--- config.mk ---
export PLATFORM = sky130hd
export DESIGN_NAME = atlas_block_extent_allocator_top_flat
export DESIGN_NICKNAME = d
export VERILOG_FILES = /design/src/rtl/bea_pkg.sv /design/src/rtl/bea_cfg_if.sv /design/src/rtl/bea_in_if.sv /design/src/rtl/bea_out_if.sv /design/src/rtl/bea_ram.sv /design/src/rtl/atlas_block_extent_allocator_top.sv /design/src/flat_wrapper.sv
export SDC_FILE = /design/constraint.sdc
export NUM_CORES = 2
export LEC_CHECK = 0
export ABC_AREA = 1
export BUFFER_PORTS_ARGS = -buffer_cell sky130_fd_sc_hd__buf_2
export CAP_MARGIN = 15
export CORE_MARGIN = 2
export CORE_UTILIZATION = 68
export CTS_CLUSTER_SIZE = 8
export DETAILED_ROUTE_END_ITERATION = 8
export GPL_TIMING_DRIVEN = 0
export PLACE_DENSITY = 0.82
export SLEW_MARGIN = 20
export SYNTH_ARGS = -nofsm -noshare
export SYNTH_HDL_FRONTEND = slang
export SYNTH_HIERARCHICAL = 1
export SYNTH_SLANG_ARGS = --single-unit
--- constraint.sdc ---
create_clock -name i_clk -period 15 [get_ports i_clk]
set_clock_uncertainty 0.05 [all_clocks]
set_input_delay 3 -clock i_clk [delete_from_list [all_inputs] [get_ports i_clk]]
set_output_delay 3 -clock i_clk [all_outputs]
set_load 0.1 [all_outputs]
--- src/rtl/bea_pkg.sv ---
// bea_pkg: shared types, field widths, codes and helpers for the block extent allocator
// no dependencies; compiled first
`timescale 1ns / 1ps

package bea_pkg;

    localparam int CMD_W   = 2;
    localparam int PIX_W   = 10;
    localparam int BLK_W   = 13;
    localparam int CNT_W   = 7;
    localparam int STAT_W  = 2;
    localparam int POS_W   = 9;
    localparam int CFGI_W  = 2;

    localparam logic [CMD_W-1:0] CMD_INIT    = 2'd0;
    localparam logic [CMD_W-1:0] CMD_ALLOC   = 2'd1;
    localparam logic [CMD_W-1:0] CMD_RELEASE = 2'd2;

    localparam logic [STAT_W-1:0] ST_OK        = 2'd0;
    localparam logic [STAT_W-1:0] ST_NO_FIT    = 2'd1;
    localparam logic [STAT_W-1:0] ST_TOO_LARGE = 2'd2;
    localparam logic [STAT_W-1:0] ST_FULL      = 2'd3;

    localparam logic [CFGI_W-1:0] CFG_BLOCK_W = 2'd0;
    localparam logic [CFGI_W-1:0] CFG_BLOCK_H = 2'd1;
    localparam logic [CFGI_W-1:0] CFG_PAGE_W  = 2'd2;
    localparam logic [CFGI_W-1:0] CFG_PAGE_H  = 2'd3;

    localparam logic [BLK_W-1:0] STRIDE_RESET = 13'd65;

    typedef struct packed {
        logic [BLK_W-1:0] ext_begin;
        logic [CNT_W-1:0] size;
    } t_extent;

    typedef enum logic [4:0] {
        S_IDLE,
        S_DIV,
        S_INIT_STRIDE,
        S_INIT_ROWS,
        S_INIT_FILL,
        S_ALLOC_N,
        S_AL_RD,
        S_AL_EV,
        S_AL_POS,
        S_AL_MULX,
        S_AL_MULY,
        S_RL_RD,
        S_RL_EV,
        S_RL_DECIDE,
        S_RM_RD,
        S_RM_WR,
        S_INS_RD,
        S_INS_WR,
        S_DONE
    } t_state;

    // saturate an 8 bit sum to the 7 bit size field
    function automatic logic [CNT_W-1:0] bea_sat7(input logic [CNT_W:0] v);
        return v[CNT_W] ? {CNT_W{1'b1}} : v[CNT_W-1:0];
    endfunction

endpackage

--- src/rtl/bea_cfg_if.sv ---
// bea_cfg_if: configuration write channel (register index and data)
// depends on bea_pkg
`timescale 1ns / 1ps

interface bea_cfg_if import bea_pkg::*; ();
    logic              valid;
    logic              ready;
    logic [CFGI_W-1:0] index;
    logic [PIX_W-1:0]  data;

    modport source (output valid, index, data, input ready);
    modport sink   (input valid, index, data, output ready);
endinterface

--- src/rtl/bea_in_if.sv ---
// bea_in_if: command channel into the allocator
// depends on bea_pkg
`timescale 1ns / 1ps

interface bea_in_if import bea_pkg::*; ();
    logic             valid;
    logic             ready;
    logic [CMD_W-1:0] command;
    logic [PIX_W-1:0] width;
    logic [PIX_W-1:0] height;
    logic [BLK_W-1:0] start_block;
    logic [CNT_W-1:0] block_count;

    modport source (output valid, command, width, height, start_block, block_count,
                    input ready);
    modport sink   (input valid, command, width, height, start_block, block_count,
                    output ready);
endinterface

--- src/rtl/bea_out_if.sv ---
// bea_out_if: result channel out of the allocator
// depends on bea_pkg
`timescale 1ns / 1ps

interface bea_out_if import bea_pkg::*; ();
    logic              valid;
    logic              ready;
    logic [STAT_W-1:0] status;
    logic [BLK_W-1:0]  first_block;
    logic [POS_W-1:0]  x_pos;
    logic [POS_W-1:0]  y_pos;
    logic [CNT_W-1:0]  blocks_taken;

    modport source (output valid, status, first_block, x_pos, y_pos, blocks_taken,
                    input ready);
    modport sink   (input valid, status, first_block, x_pos, y_pos, blocks_taken,
                    output ready);
endinterface

--- src/rtl/bea_ram.sv ---
// bea_ram: generic single write, single read ram with registered read data
// no dependencies
`timescale 1ns / 1ps

module bea_ram #(
    parameter int WIDTH = 20,
    parameter int DEPTH = 64
) (
    input  logic                     i_clk,
    input  logic                     i_we,
    input  logic [$clog2(DEPTH)-1:0] i_waddr,
    input  logic [WIDTH-1:0]         i_wdata,
    input  logic [$clog2(DEPTH)-1:0] i_raddr,
    output logic [WIDTH-1:0]         o_rdata
);
    logic [WIDTH-1:0] mem [DEPTH];

    always_ff @(posedge i_clk) begin
        if (i_we) begin
            mem[i_waddr] <= i_wdata;
        end
        o_rdata <= mem[i_raddr];
    end
endmodule

--- src/rtl/atlas_block_extent_allocator_top.sv ---
// atlas_block_extent_allocator_top: first fit extent allocator with coalescing release
// depends on bea_pkg, bea_cfg_if, bea_in_if, bea_out_if, bea_ram
//
//  channel  | dir | transfer carries
//  ---------+-----+-----------------------------------------------------------
//  i_cfg    | in  | index, data: block/page width/height register write
//  i_req    | in  | command, width, height, start_block, block_count
//  o_rsp    | out | status, first_block, x_pos, y_pos, blocks_taken
//
//  one command at a time; i_req.ready is high only while idle
//  init: two divisions, then one table entry written per row
//  allocate: a division, a scan of the extents, a tail shift when an extent
//  empties, another division, then the x and y multiply states
//  release: a scan of the extents plus a tail shift on insertion or removal
//  the steps use the shared restoring divider and the registered
//  read port of the extent ram; i_cfg is always ready; sync active low reset,
//  extent ram contents are not reset (only entries below the count are read)
`timescale 1ns / 1ps

module atlas_block_extent_allocator_top import bea_pkg::*; #(
    parameter int MAX_EXTENTS = 64,
    parameter int MAX_PAGE    = 512
) (
    input  logic          i_clk,
    input  logic          i_rst_n,
    bea_cfg_if.sink       i_cfg,
    bea_in_if.sink        i_req,
    bea_out_if.source     o_rsp
);
    localparam int AW = $clog2(MAX_EXTENTS);
    localparam int CW = $clog2(MAX_EXTENTS + 1);
    localparam int EW = $bits(t_extent);

    // configuration registers
    logic [PIX_W-1:0] r_cfg_bw, r_cfg_bh, r_cfg_pw, r_cfg_ph;

    // sequencer and shared divider state
    t_state           r_state, n_state, r_ret, n_ret;
    logic [3:0]       r_cnt, n_cnt;
    logic [10:0]      r_rem, n_rem;
    logic [10:0]      r_dvs, n_dvs;
    logic [BLK_W-1:0] r_quo, n_quo;

    // table bookkeeping
    logic [CW-1:0]    r_total, n_total;
    logic [CW-1:0]    r_idx, n_idx;
    logic [CW-1:0]    r_j, n_j;
    logic [CW-1:0]    r_lim, n_lim;
    logic [7:0]       r_stride, n_stride;
    logic [BLK_W-1:0] r_beg, n_beg;
    logic [7:0]       r_n, n_n;
    logic [BLK_W-1:0] r_first, n_first;
    t_extent          r_prev, n_prev, r_cur, n_cur;
    logic             r_have_prev, n_have_prev, r_have_cur, n_have_cur;
    logic             r_is_alloc, n_is_alloc;

    // latched request
    logic [PIX_W-1:0] r_w, n_w;
    logic [BLK_W-1:0] r_sb, n_sb;
    logic [CNT_W-1:0] r_bc, n_bc;

    // result register
    logic [STAT_W-1:0] r_status, n_status;
    logic [BLK_W-1:0]  r_out_first, n_out_first;
    logic [POS_W-1:0]  r_xpos, n_xpos, r_ypos, n_ypos;
    logic [CNT_W-1:0]  r_taken, n_taken;

    // extent ram port
    logic             ram_we;
    logic [AW-1:0]    ram_waddr, ram_raddr;
    t_extent          ram_wdata, ram_rdata;
    logic [EW-1:0]    ram_rbits;

    // effective block and page sizes
    logic [10:0]      bw_sum, bh_sum, bw_eff, bh_eff;
    logic [PIX_W-1:0] pw_eff, ph_eff;

    // divider step and multiplier
    logic [11:0]      rem_sh, rem_sub;
    logic             rem_ge;
    logic [POS_W-1:0] mul_a, mul_b;
    logic [2*POS_W-1:0] mul_p;

    // release merge terms
    logic [BLK_W:0]   prev_end, run_end;
    logic             join_prev, join_next;
    logic [CNT_W-1:0] size_p1, size_p2, size_nx;

    bea_ram #(.WIDTH(EW), .DEPTH(MAX_EXTENTS)) u_ext_ram (
        .i_clk   (i_clk),
        .i_we    (ram_we),
        .i_waddr (ram_waddr),
        .i_wdata (ram_wdata),
        .i_raddr (ram_raddr),
        .o_rdata (ram_rbits)
    );
    assign ram_rdata = t_extent'(ram_rbits);

    // block size rounds up to a multiple of eight, zero becomes eight
    assign bw_sum = 11'(r_cfg_bw) + 11'd7;
    assign bh_sum = 11'(r_cfg_bh) + 11'd7;
    assign bw_eff = (bw_sum[10:3] == 8'd0) ? 11'd8 : {bw_sum[10:3], 3'b000};
    assign bh_eff = (bh_sum[10:3] == 8'd0) ? 11'd8 : {bh_sum[10:3], 3'b000};
    // page size clamps to the largest page
    assign pw_eff = (int'(r_cfg_pw) > MAX_PAGE) ? PIX_W'(MAX_PAGE) : r_cfg_pw;
    assign ph_eff = (int'(r_cfg_ph) > MAX_PAGE) ? PIX_W'(MAX_PAGE) : r_cfg_ph;

    // one restoring divider step per cycle
    assign rem_sh  = {r_rem, r_quo[BLK_W-1]};
    assign rem_ge  = rem_sh >= {1'b0, r_dvs};
    assign rem_sub = rem_sh - {1'b0, r_dvs};

    // only the low nine bits of a pixel position survive, so 9x9 is enough
    assign mul_a = (r_state == S_AL_MULX) ? r_rem[POS_W-1:0] : r_quo[POS_W-1:0];
    assign mul_b = (r_state == S_AL_MULX) ? bw_eff[POS_W-1:0] : bh_eff[POS_W-1:0];
    assign mul_p = mul_a * mul_b;

    // neighbor tests for a release
    assign prev_end  = {1'b0, r_prev.ext_begin} + (BLK_W+1)'(r_prev.size);
    assign run_end   = {1'b0, r_sb} + (BLK_W+1)'(r_bc);
    assign join_prev = r_have_prev && (prev_end == {1'b0, r_sb});
    assign join_next = r_have_cur && ({1'b0, r_cur.ext_begin} == run_end);
    assign size_p1   = bea_sat7({1'b0, r_prev.size} + {1'b0, r_bc});
    assign size_p2   = join_next ? bea_sat7({1'b0, size_p1} + {1'b0, r_cur.size}) : size_p1;
    assign size_nx   = bea_sat7({1'b0, r_cur.size} + {1'b0, r_bc});

    assign i_cfg.ready = 1'b1;
    assign i_req.ready = (r_state == S_IDLE);

    assign o_rsp.valid        = (r_state == S_DONE);
    assign o_rsp.status       = r_status;
    assign o_rsp.first_block  = r_out_first;
    assign o_rsp.x_pos        = r_xpos;
    assign o_rsp.y_pos        = r_ypos;
    assign o_rsp.blocks_taken = r_taken;

    // configuration writes
    always_ff @(posedge i_clk) begin
        if (!i_rst_n) begin
            r_cfg_bw <= 10'd8;
            r_cfg_bh <= 10'd8;
            r_cfg_pw <= 10'd512;
            r_cfg_ph <= 10'd512;
        end else if (i_cfg.valid) begin
            unique case (i_cfg.index)
                CFG_BLOCK_W: r_cfg_bw <= i_cfg.data;
                CFG_BLOCK_H: r_cfg_bh <= i_cfg.data;
                CFG_PAGE_W:  r_cfg_pw <= i_cfg.data;
                CFG_PAGE_H:  r_cfg_ph <= i_cfg.data;
            endcase
        end
    end

    // control state
    always_ff @(posedge i_clk) begin
        if (!i_rst_n) begin
            r_state     <= S_IDLE;
            r_total     <= '0;
            r_stride    <= STRIDE_RESET[7:0];
            r_have_prev <= 1'b0;
            r_have_cur  <= 1'b0;
            r_is_alloc  <= 1'b0;
        end else begin
            r_state     <= n_state;
            r_total     <= n_total;
            r_stride    <= n_stride;
            r_have_prev <= n_have_prev;
            r_have_cur  <= n_have_cur;
            r_is_alloc  <= n_is_alloc;
        end
    end

    // datapath registers
    always_ff @(posedge i_clk) begin
        r_ret       <= n_ret;
        r_cnt       <= n_cnt;
        r_rem       <= n_rem;
        r_dvs       <= n_dvs;
        r_quo       <= n_quo;
        r_idx       <= n_idx;
        r_j         <= n_j;
        r_lim       <= n_lim;
        r_beg       <= n_beg;
        r_n         <= n_n;
        r_first     <= n_first;
        r_prev      <= n_prev;
        r_cur       <= n_cur;
        r_w         <= n_w;
        r_sb        <= n_sb;
        r_bc        <= n_bc;
        r_status    <= n_status;
        r_out_first <= n_out_first;
        r_xpos      <= n_xpos;
        r_ypos      <= n_ypos;
        r_taken     <= n_taken;
    end

    // sequencer
    always_comb begin
        n_state     = r_state;
        n_ret       = r_ret;
        n_cnt       = r_cnt;
        n_rem       = r_rem;
        n_dvs       = r_dvs;
        n_quo       = r_quo;
        n_total     = r_total;
        n_idx       = r_idx;
        n_j         = r_j;
        n_lim       = r_lim;
        n_stride    = r_stride;
        n_beg       = r_beg;
        n_n         = r_n;
        n_first     = r_first;
        n_prev      = r_prev;
        n_cur       = r_cur;
        n_have_prev = r_have_prev;
        n_have_cur  = r_have_cur;
        n_is_alloc  = r_is_alloc;
        n_w         = r_w;
        n_sb        = r_sb;
        n_bc        = r_bc;
        n_status    = r_status;
        n_out_first = r_out_first;
        n_xpos      = r_xpos;
        n_ypos      = r_ypos;
        n_taken     = r_taken;
        ram_we      = 1'b0;
        ram_waddr   = r_idx[AW-1:0];
        ram_wdata   = '0;
        ram_raddr   = r_idx[AW-1:0];

        unique case (r_state)
            S_IDLE: begin
                if (i_req.valid) begin
                    n_w         = i_req.width;
                    n_sb        = i_req.start_block;
                    n_bc        = i_req.block_count;
                    n_status    = ST_OK;
                    n_out_first = '0;
                    n_xpos      = '0;
                    n_ypos      = '0;
                    n_taken     = '0;
                    n_idx       = '0;
                    n_have_prev = 1'b0;
                    n_have_cur  = 1'b0;
                    n_cnt       = '0;
                    n_rem       = '0;
                    unique case (i_req.command)
                        CMD_INIT: begin
                            n_quo   = BLK_W'(pw_eff);
                            n_dvs   = bw_eff;
                            n_ret   = S_INIT_STRIDE;
                            n_state = S_DIV;
                        end
                        CMD_ALLOC: begin
                            n_is_alloc = 1'b1;
                            if (11'(i_req.height) > bh_eff || i_req.width > pw_eff) begin
                                n_status = ST_TOO_LARGE;
                                n_state  = S_DONE;
                            end else begin
                                n_quo   = BLK_W'(11'(i_req.width) + bw_eff - 11'd1);
                                n_dvs   = bw_eff;
                                n_ret   = S_ALLOC_N;
                                n_state = S_DIV;
                            end
                        end
                        CMD_RELEASE: begin
                            n_is_alloc = 1'b0;
                            // an empty run is a no-op
                            n_state = (i_req.block_count == '0) ? S_DONE : S_RL_RD;
                        end
                        default: begin
                            n_state = S_DONE;
                        end
                    endcase
                end
            end

            S_DIV: begin
                n_rem = rem_ge ? rem_sub[10:0] : rem_sh[10:0];
                n_quo = {r_quo[BLK_W-2:0], rem_ge};
                n_cnt = r_cnt + 4'd1;
                if (r_cnt == 4'(BLK_W - 1)) begin
                    n_state = r_ret;
                end
            end

            S_INIT_STRIDE: begin
                n_stride = r_quo[7:0] + 8'd1;
                n_quo    = BLK_W'(ph_eff);
                n_dvs    = bh_eff;
                n_rem    = '0;
                n_cnt    = '0;
                n_ret    = S_INIT_ROWS;
                n_state  = S_DIV;
            end

            S_INIT_ROWS: begin
                n_total = '0;
                n_idx   = '0;
                n_beg   = '0;
                if (r_stride == 8'd1) begin
                    // page narrower than a block: no row holds a block
                    n_state = S_DONE;
                end else if (9'(r_quo[7:0]) > 9'(MAX_EXTENTS)) begin
                    n_lim    = CW'(MAX_EXTENTS);
                    n_status = ST_FULL;
                    n_state  = S_INIT_FILL;
                end else begin
                    n_lim   = CW'(r_quo[7:0]);
                    n_state = S_INIT_FILL;
                end
            end

            S_INIT_FILL: begin
                if (r_idx == r_lim) begin
                    n_total = r_lim;
                    n_state = S_DONE;
                end else begin
                    ram_we    = 1'b1;
                    ram_waddr = r_idx[AW-1:0];
                    ram_wdata = '{ext_begin: r_beg, size: CNT_W'(r_stride - 8'd1)};
                    n_beg     = r_beg + BLK_W'(r_stride);
                    n_idx     = r_idx + CW'(1);
                end
            end

            S_ALLOC_N: begin
                // zero width still takes one block
                n_n     = (r_w == '0) ? 8'd1 : r_quo[7:0];
                n_state = S_AL_RD;
            end

            S_AL_RD: begin
                if (r_idx < r_total) begin
                    ram_raddr = r_idx[AW-1:0];
                    n_state   = S_AL_EV;
                end else begin
                    n_status = ST_NO_FIT;
                    n_state  = S_DONE;
                end
            end

            S_AL_EV: begin
                if (8'(ram_rdata.size) >= r_n) begin
                    n_first = ram_rdata.ext_begin;
                    if (8'(ram_rdata.size) == r_n) begin
                        n_j     = r_idx;
                        n_state = S_RM_RD;
                    end else begin
                        ram_we    = 1'b1;
                        ram_waddr = r_idx[AW-1:0];
                        ram_wdata = '{ext_begin: ram_rdata.ext_begin + BLK_W'(r_n),
                                      size: ram_rdata.size - r_n[CNT_W-1:0]};
                        n_state   = S_AL_POS;
                    end
                end else begin
                    n_idx   = r_idx + CW'(1);
                    n_state = S_AL_RD;
                end
            end

            S_AL_POS: begin
                n_quo   = r_first;
                n_dvs   = 11'(r_stride);
                n_rem   = '0;
                n_cnt   = '0;
                n_ret   = S_AL_MULX;
                n_state = S_DIV;
            end

            S_AL_MULX: begin
                n_xpos  = mul_p[POS_W-1:0];
                n_state = S_AL_MULY;
            end

            S_AL_MULY: begin
                n_ypos      = mul_p[POS_W-1:0];
                n_status    = ST_OK;
                n_out_first = r_first;
                n_taken     = r_n[CNT_W-1:0];
                n_state     = S_DONE;
            end

            S_RL_RD: begin
                if (r_idx < r_total) begin
                    ram_raddr = r_idx[AW-1:0];
                    n_state   = S_RL_EV;
                end else begin
                    n_have_cur = 1'b0;
                    n_state    = S_RL_DECIDE;
                end
            end

            S_RL_EV: begin
                if (ram_rdata.ext_begin < r_sb) begin
                    n_prev      = ram_rdata;
                    n_have_prev = 1'b1;
                    n_idx       = r_idx + CW'(1);
                    n_state     = S_RL_RD;
                end else begin
                    n_cur      = ram_rdata;
                    n_have_cur = 1'b1;
                    n_state    = S_RL_DECIDE;
                end
            end

            S_RL_DECIDE: begin
                if (join_prev) begin
                    // grow the extent in front, then drop the one behind if it touches too
                    ram_we    = 1'b1;
                    ram_waddr = AW'(r_idx - CW'(1));
                    ram_wdata = '{ext_begin: r_prev.ext_begin, size: size_p2};
                    if (join_next) begin
                        n_j     = r_idx;
                        n_state = S_RM_RD;
                    end else begin
                        n_state = S_DONE;
                    end
                end else if (join_next) begin
                    // extent behind moves back and grows by the run
                    ram_we    = 1'b1;
                    ram_waddr = r_idx[AW-1:0];
                    ram_wdata = '{ext_begin: r_sb, size: size_nx};
                    n_state   = S_DONE;
                end else if (r_total >= CW'(MAX_EXTENTS)) begin
                    n_status = ST_FULL;
                    n_state  = S_DONE;
                end else begin
                    n_j     = r_total;
                    n_state = S_INS_RD;
                end
            end

            // remove entry r_j: move the tail down one entry at a time, a read then a write
            S_RM_RD: begin
                if ((r_j + CW'(1)) < r_total) begin
                    ram_raddr = AW'(r_j + CW'(1));
                    n_state   = S_RM_WR;
                end else begin
                    n_total = r_total - CW'(1);
                    n_state = r_is_alloc ? S_AL_POS : S_DONE;
                end
            end

            S_RM_WR: begin
                ram_we    = 1'b1;
                ram_waddr = r_j[AW-1:0];
                ram_wdata = ram_rdata;
                n_j       = r_j + CW'(1);
                n_state   = S_RM_RD;
            end

            // insert at r_idx: move the tail up from the end, then write the run
            S_INS_RD: begin
                if (r_j > r_idx) begin
                    ram_raddr = AW'(r_j - CW'(1));
                    n_state   = S_INS_WR;
                end else begin
                    ram_we    = 1'b1;
                    ram_waddr = r_idx[AW-1:0];
                    ram_wdata = '{ext_begin: r_sb, size: r_bc};
                    n_total   = r_total + CW'(1);
                    n_state   = S_DONE;
                end
            end

            S_INS_WR: begin
                ram_we    = 1'b1;
                ram_waddr = r_j[AW-1:0];
                ram_wdata = ram_rdata;
                n_j       = r_j - CW'(1);
                n_state   = S_INS_RD;
            end

            S_DONE: begin
                if (o_rsp.ready) begin
                    n_state = S_IDLE;
                end
            end

            default: begin
                n_state = S_IDLE;
            end
        endcase
    end

    // never ready for a command while a result waits
    a_ready_excl: assert property (@(posedge i_clk) disable iff (!i_rst_n)
        i_req.ready |-> !o_rsp.valid)
        else $error("command ready while result pending");

    // a command transfer leaves the idle state at once
    a_busy_after: assert property (@(posedge i_clk) disable iff (!i_rst_n)
        (i_req.valid && i_req.ready) |=> !i_req.ready)
        else $error("still ready after command transfer");

    // only a granted allocate carries a block position
    a_zero_fail: assert property (@(posedge i_clk) disable iff (!i_rst_n)
        (o_rsp.valid && o_rsp.status != ST_OK) |->
            (o_rsp.first_block == '0 && o_rsp.blocks_taken == '0))
        else $error("failed command carries a grant");

    // the extent count stays within the table
    a_total_bound: assert property (@(posedge i_clk) disable iff (!i_rst_n)
        (r_state == S_DONE) |-> (r_total <= CW'(MAX_EXTENTS)))
        else $error("extent count beyond table");

endmodule

--- src/flat_wrapper.sv ---
// flat-port wrapper written by rule: the top's interface ports become plain ports
module atlas_block_extent_allocator_top_flat import bea_pkg::*;
#(
    parameter int MAX_EXTENTS = 64,
    parameter int MAX_PAGE    = 512
)
  (i_clk, i_rst_n, i_cfg_valid, i_cfg_index, i_cfg_data, i_cfg_ready, i_req_valid, i_req_command, i_req_width, i_req_height, i_req_start_block, i_req_block_count, i_req_ready, o_rsp_valid, o_rsp_status, o_rsp_first_block, o_rsp_x_pos, o_rsp_y_pos, o_rsp_blocks_taken, o_rsp_ready);
  bea_cfg_if i_cfg_i ();
  bea_in_if i_req_i ();
  bea_out_if o_rsp_i ();
  input  logic i_clk;
  input  logic i_rst_n;
  input wire logic [$bits(i_cfg_i.valid)-1:0] i_cfg_valid;
  input wire logic [$bits(i_cfg_i.index)-1:0] i_cfg_index;
  input wire logic [$bits(i_cfg_i.data)-1:0] i_cfg_data;
  output wire logic [$bits(i_cfg_i.ready)-1:0] i_cfg_ready;
  input wire logic [$bits(i_req_i.valid)-1:0] i_req_valid;
  input wire logic [$bits(i_req_i.command)-1:0] i_req_command;
  input wire logic [$bits(i_req_i.width)-1:0] i_req_width;
  input wire logic [$bits(i_req_i.height)-1:0] i_req_height;
  input wire logic [$bits(i_req_i.start_block)-1:0] i_req_start_block;
  input wire logic [$bits(i_req_i.block_count)-1:0] i_req_block_count;
  output wire logic [$bits(i_req_i.ready)-1:0] i_req_ready;
  output wire logic [$bits(o_rsp_i.valid)-1:0] o_rsp_valid;
  output wire logic [$bits(o_rsp_i.status)-1:0] o_rsp_status;
  output wire logic [$bits(o_rsp_i.first_block)-1:0] o_rsp_first_block;
  output wire logic [$bits(o_rsp_i.x_pos)-1:0] o_rsp_x_pos;
  output wire logic [$bits(o_rsp_i.y_pos)-1:0] o_rsp_y_pos;
  output wire logic [$bits(o_rsp_i.blocks_taken)-1:0] o_rsp_blocks_taken;
  input wire logic [$bits(o_rsp_i.ready)-1:0] o_rsp_ready;
  assign i_cfg_i.valid = i_cfg_valid;
  assign i_cfg_i.index = i_cfg_index;
  assign i_cfg_i.data = i_cfg_data;
  assign i_cfg_ready = i_cfg_i.ready;
  assign i_req_i.valid = i_req_valid;
  assign i_req_i.command = i_req_command;
  assign i_req_i.width = i_req_width;
  assign i_req_i.height = i_req_height;
  assign i_req_i.start_block = i_req_start_block;
  assign i_req_i.block_count = i_req_block_count;
  assign i_req_ready = i_req_i.ready;
  assign o_rsp_valid = o_rsp_i.valid;
  assign o_rsp_status = o_rsp_i.status;
  assign o_rsp_first_block = o_rsp_i.first_block;
  assign o_rsp_x_pos = o_rsp_i.x_pos;
  assign o_rsp_y_pos = o_rsp_i.y_pos;
  assign o_rsp_blocks_taken = o_rsp_i.blocks_taken;
  assign o_rsp_i.ready = o_rsp_ready;
  atlas_block_extent_allocator_top #(.MAX_EXTENTS(MAX_EXTENTS), .MAX_PAGE(MAX_PAGE)) u_core (.i_clk(i_clk), .i_rst_n(i_rst_n), .i_cfg(i_cfg_i), .i_req(i_req_i), .o_rsp(o_rsp_i));
endmodule
---- After elaboration in Yosys (flattened, before gate mapping) ----
Memory sizes are Yosys's and may differ from the RTL's. A register that Yosys moved wholly into a read port is not among the register bits.
Cells that the tools add are included.
operators by class
  $add $sub $neg .......................... 22
  multipliers ............................. 1
  order comparisons ....................... 12
  equality and inequality tests ........... 53
  mux-type cells .......................... 110
  bitwise logic cells ..................... 2
  reductions and logical operators ........ 48
operators with widths
  kind                   number
  $mux 20                6
  $mux 7                 17
  $pmux 20 s5            1
  $pmux 5 s18            1
  $pmux 13 s2            3
  $mux 5                 15
  $mux 11                6
  $pmux 11 s3            2
  $pmux 7 s4             2
  $mux 13                4
  $pmux 13 s4            1
  $eq 5x4->1 const B     8
  $pmux 9 s2             2
  $pmux 7 s5             1
  $pmux 5 s3             2
  $add 13x7->14          2
  $mux 9                 3
  $add 13x8->13          2
  $reduce_and 2->1       13
  $add 7x7->8            3
  $pmux 6 s2             2
  $add 10x3->11 const B  2
  $mux 2                 11
  $ne 2x2->1 const B     11
  other kinds (67)       128
word-level totals
  bits in registers ....................... 272
  bits in writable memories ............... 1,280
  bits of input ports ..................... 59
  output and inout port bits .............. 43
  memories kept ........................... 1
memory list
  name                  words  width  read ports  clocked after memory_dff  write ports  RTL line       text
  u_core.u_ext_ram.mem  64     20     1           1                         1            bea_ram.sv:16  logic [WIDTH-1:0] mem [DEPTH];

---- Longest topological paths before layout ----
  depth in word-level cells ............... 9
  gate-level depth with buffers ........... 31

---- Cells and area by module ----
Netlist, hierarchy kept.
by module, submodules not included
  module                            instances  cells each  area an instance (µm²)  seq. area each (µm²)
  bea_ram                           1          4,390       52,205.1                38,837.2
  atlas_block_extent_allocator_top  1          2,535       19,478.7                7,327.0

---- Least setup slack after synthesis ----
No wires, ideal clock.
  path type ............................... register to output
  start ................................... register u_core.r_state[4]
  end ..................................... output o_rsp_valid
  data arrival time ....................... 3.436 ns
  setup slack ............................. 8.514 ns
  stages on the path, launching flop included .. 3
  path buffers ............................ 0
  cell sequence ........................... dfxtp_1 -> inv_2 -> nor4_1
on the way
  cells in the longest elaborated chain, start to end .. 1
RTL lines
  what                    RTL line                                 text
  from (decl)             atlas_block_extent_allocator_top.sv:38   t_state r_state, n_state, r_ret, n_ret;
  from (signal assigned)  atlas_block_extent_allocator_top.sv:164  r_state <= n_state;
  $eq 5x5->1              atlas_block_extent_allocator_top.sv:130  assign o_rsp.valid = (r_state == S_DONE);
  to (decl)               flat_wrapper.sv:24                       output wire logic [$bits(o_rsp_i.valid)-1:0] o_rsp_valid;
Every way passes these cells.

---- Final worst setup path ----
  start ................................... register u_core.r_idx[2]
  end ..................................... register u_core.u_ext_ram.o_rdata[15] (read register of u_core.u_ext_ram.mem)
on the way
  cells in the longest elaborated chain, start to end .. 3
RTL lines
  what                     RTL line                                 text
  from (decl)              atlas_block_extent_allocator_top.sv:46   logic [CW-1:0] r_idx, n_idx;
  from (signal assigned)   atlas_block_extent_allocator_top.sv:180  r_idx <= n_idx;
  $gt 7x7->1               atlas_block_extent_allocator_top.sv:456  if (r_j > r_idx) begin
  $mux 6                   atlas_block_extent_allocator_top.sv:456
  $pmux 6 s2 *             atlas_block_extent_allocator_top.sv:232  unique case (r_state)
  net u_core.ram_raddr[2]  atlas_block_extent_allocator_top.sv:70   logic [AW-1:0] ram_waddr, ram_raddr;
  to (decl)                bea_ram.sv:14                            output logic [WIDTH-1:0] o_rdata
Mark *: on every way through the listed nets, which the timed path passes. The rest lies on a longest branch.
A chain may end at the register's enable or synchronous reset.

==> results.py <==
metrics = {
    "run_status": {
        "outcome": "finished clean",
    },
    "worst_setup_path": {
        "setup.worst_path.start_class": "flop",
        "cp_data_arrival_time_ps": 6860,
        "reg2reg_from": "u_core/r_idx[2]",
        "crit_fanout": 10,
        "path_class": "reg -> reg",
        "required_ps": 15640,
        "critPathCaptureType": "flop",
        "startpoint": "u_core/r_idx[2]",
    },
    "global_route": {
        "grt.overflow.total": 0,
        "first_global_vias": 54580,
        "grt_antenna_before_repair": 8,
        "grtUsageTotal_pct": 42.93,
        "grt_pass1_wl_um": 337600,
        "grt_max_degree": 57,
    },
    "timing": {
        "max_slew.worst_pin.slew_ps": 997.9,
        "final-setup-viol-count": 0,
        "fin_crit_sh_pct": 41.43,
        "setup_tns_ps": 0,
        "slew_viol_final": 0,
        "fmax_mhz": 160.9,
        "finalHoldViolCount": 0,
        "relSlewSlack_pct": 33.23,
        "fin_crit_ps": 6215,
        "rsz0062_at_grt": "no",
    },
    "cts": {
        "clock-root-buffer": "clkbuf_16",
        "cts_resized": 0,
        "clk_pin_slew_ps": 60,
        "cts_max_level": 4,
        "clkLatencyLatePin_ps": 830,
        "cts_buffers": 214,
        "post_cts_buffers": 0,
        "postCtsHoldBufs": 0,
        "cts_tree": "done",
        "clock-sinks": 1565,
        "clk_path_buf_depth": 3,
    },
    "synth": {
        "ys_warn_count": 6,
        "synth_area_per_cell_um2": 10.35,
        "synth-seq-cells": 1565,
        "synth_top_flop_cell": "edfxtp_1",
        "synth.distinct_cells": 62,
        "async_flop_share_pct": 0,
        "netlist_area_mm2": 0.07168,
        "netlist_instances": 6925,
        "yosysSeqAreaShare_pct": 64.40,
        "synth_edf_count": 1482,
    },
    "final_layout": {
        "multiInputGateArea_mm2": 0.02277,
        "area_growth_pct": 14.43,
        "regArea_mm2": 0.04616,
        "layout_commonest_cell": "nand2_1",
        "nets": 7577,
        "final_cell_mix": "nand2_1, edfxtp_1, nand3_1, inv_1, buf_2",
        "n_fill_cell": 6385,
        "drive_above_1_share_pct": 10.90,
    },
    "drt": {
        "viasPerCell": 6.475,
        "drc_errors": 0,
        "wl_um": 233200,
        "first_pass_iters": 9,
        "drt_iter0_drc": 8862,
        "vias": 56970,
        "wl_per_cell_um": 26.51,
        "ant_nets": 0,
    },
    "die": {
        "initial_core_util_pct": 68.29,
        "boundaryPins": 102,
        "rows": 119,
        "die_area_mm2": 0.1080,
        "core_mm2": 0.1050,
        "die_w_um": 328.7,
        "fp.dieH_um": 328.7,
    },
    "worst_hold_path": {
        "min_path_type": "reg -> reg",
        "hp-start": "u_core/r_cfg_bh[1]",
    },
    "place": {
        "dp_hpwl_um": 158200,
        "finalWeightedCongestion": 1.036,
        "portBuffers": 94,
    },
    "power_and_ir_drop": {
        "p_total_uw": 17850,
        "power_density_mw_per_mm2": 217.6,
        "p_leak_uw": 0.03236,
        "vdd.ir_drop.worst_uv": 176.8,
    },
    "run": {
        "cap_violations": 0,
    },
}
==> state kept, by name (all words and copies together) (netlist names), 11 cells and up <==
register,flops
u_core/u_ext_ram/mem,1280
u_core/r_quo,13
u_core/o_rsp.first_block,13
u_core/r_prev,20
u_core/r_cur,20
u_core/u_ext_ram/o_rdata,20
u_core/r_beg,13
u_core/r_first,13
u_core/r_sb,13
u_core/r_dvs,11
u_core/r_rem,11
==> cell usage after synthesis (19+ instances only) <==
cell type	count	share of area [%]
ha_1	163	2.8
nand4_1	49	0.43
buf_4	57	0.60
buf_2	178	1.2
nor2_1	321	1.7
buf_1	21	0.11
o21ai_0	125	0.87
edfxtp_1	1482	62
o211ai_1	31	0.32
nor3_1	43	0.30
dfxtp_1	83	2.3
a21oi_1	177	1.2
inv_1	400	2.1
xnor2_1	19	0.23
clkbuf_1	75	0.39
nand2_1	2164	11
nand3_1	1240	8.7
xor2_1	60	0.73
==> power by group <==
| part | total [uW] | switching, uW | internal (uW) |
|---|---|---|---|
| clock | 4360 | 1780 | 2580 |
| sequential | 5560 | 255 | 5310 |
| combinational | 7920 | 5900 | 2020 |
| total | 17800 | 7930 | 9920 |
==> routing by layer <==
metal	vias up	wire length (um)	track usage [%]
li1	24740	-	-
met1	26790	80790	56.76
met2	4553	103300	65.01
met3	885	34220	12.04
met4	6	14830	23.22
met5	-	40	0
==> layout make-up <==
cell class | instances | share of cell area (%)
Buffer | 335 | 2.094
Multi-Input combinational cell | 4604 | 27.76
Timing Repair Buffer | 194 | 2.511
Antenna cell | 3 | 0.009152
Sequential cell | 1565 | 56.28
Clock inverter | 15 | 0.4271
Clock buffer | 266 | 6.843
Tap cell | 1391 | 2.122
Inverter | 426 | 1.949
==> worst max-delay path: stages (launching register included) <==
cell and delay, ps:
edfxtp_1 410, clkbuf_1 470, inv_1 270, ha_1 390, a21oi_1 130, o21ai_0 100, nand2_1 80, o211ai_1 100
nand2_1 80, nand2_1 170, inv_1 280, clkbuf_1 610, nand2_1 110, o2111ai_1 140, buf_2 370, buf_2 620
clkbuf_1 510, nand3_1 150, nand2_1 250, nand2_1 80, nand3_1 100, nand3_1 320, nand2_1 240
==> per-stage QoR <==
step	utilization [%]	cell area, um2	hold WS (ps)	std cells	setup slack (ps)
after floorplan	-	71700	379.1	6930	8514
after global placement	70.41	73910	391.5	8415	5820
after detailed placement	72.45	76050	394.4	8515	9292
after CTS	78.13	82020	401.9	8796	9205
after global routing	78.14	82020	446.8	8798	8556
final	78.14	82030	406.3	8799	8785
==> worst paths after layout <==
kind	to	slack (ps)	cells past startpoint
setup / recovery	u_core/u_ext_ram/o_rdata[15]	8790	22
hold / removal	u_core/r_cfg_bh[1]	410	2
setup reg to reg	u_core/u_ext_ram/o_rdata[15]	8790	22
hold reg to reg	u_core/r_cfg_bh[1]	410	2
==> cells by family after synthesis <==
family | count (synthesis) | share of synthesized area (%)
xor+xnor | 79 | 0.9652
fa+ha+maj | 178 | 3.264
other cells | 2 | 0.01048
simple gates | 3888 | 23.08
buf+inv | 761 | 4.627
compound gates | 452 | 3.652
flops | 1565 | 64.40
Note: power is estimated with default switching activity, not from simulation.
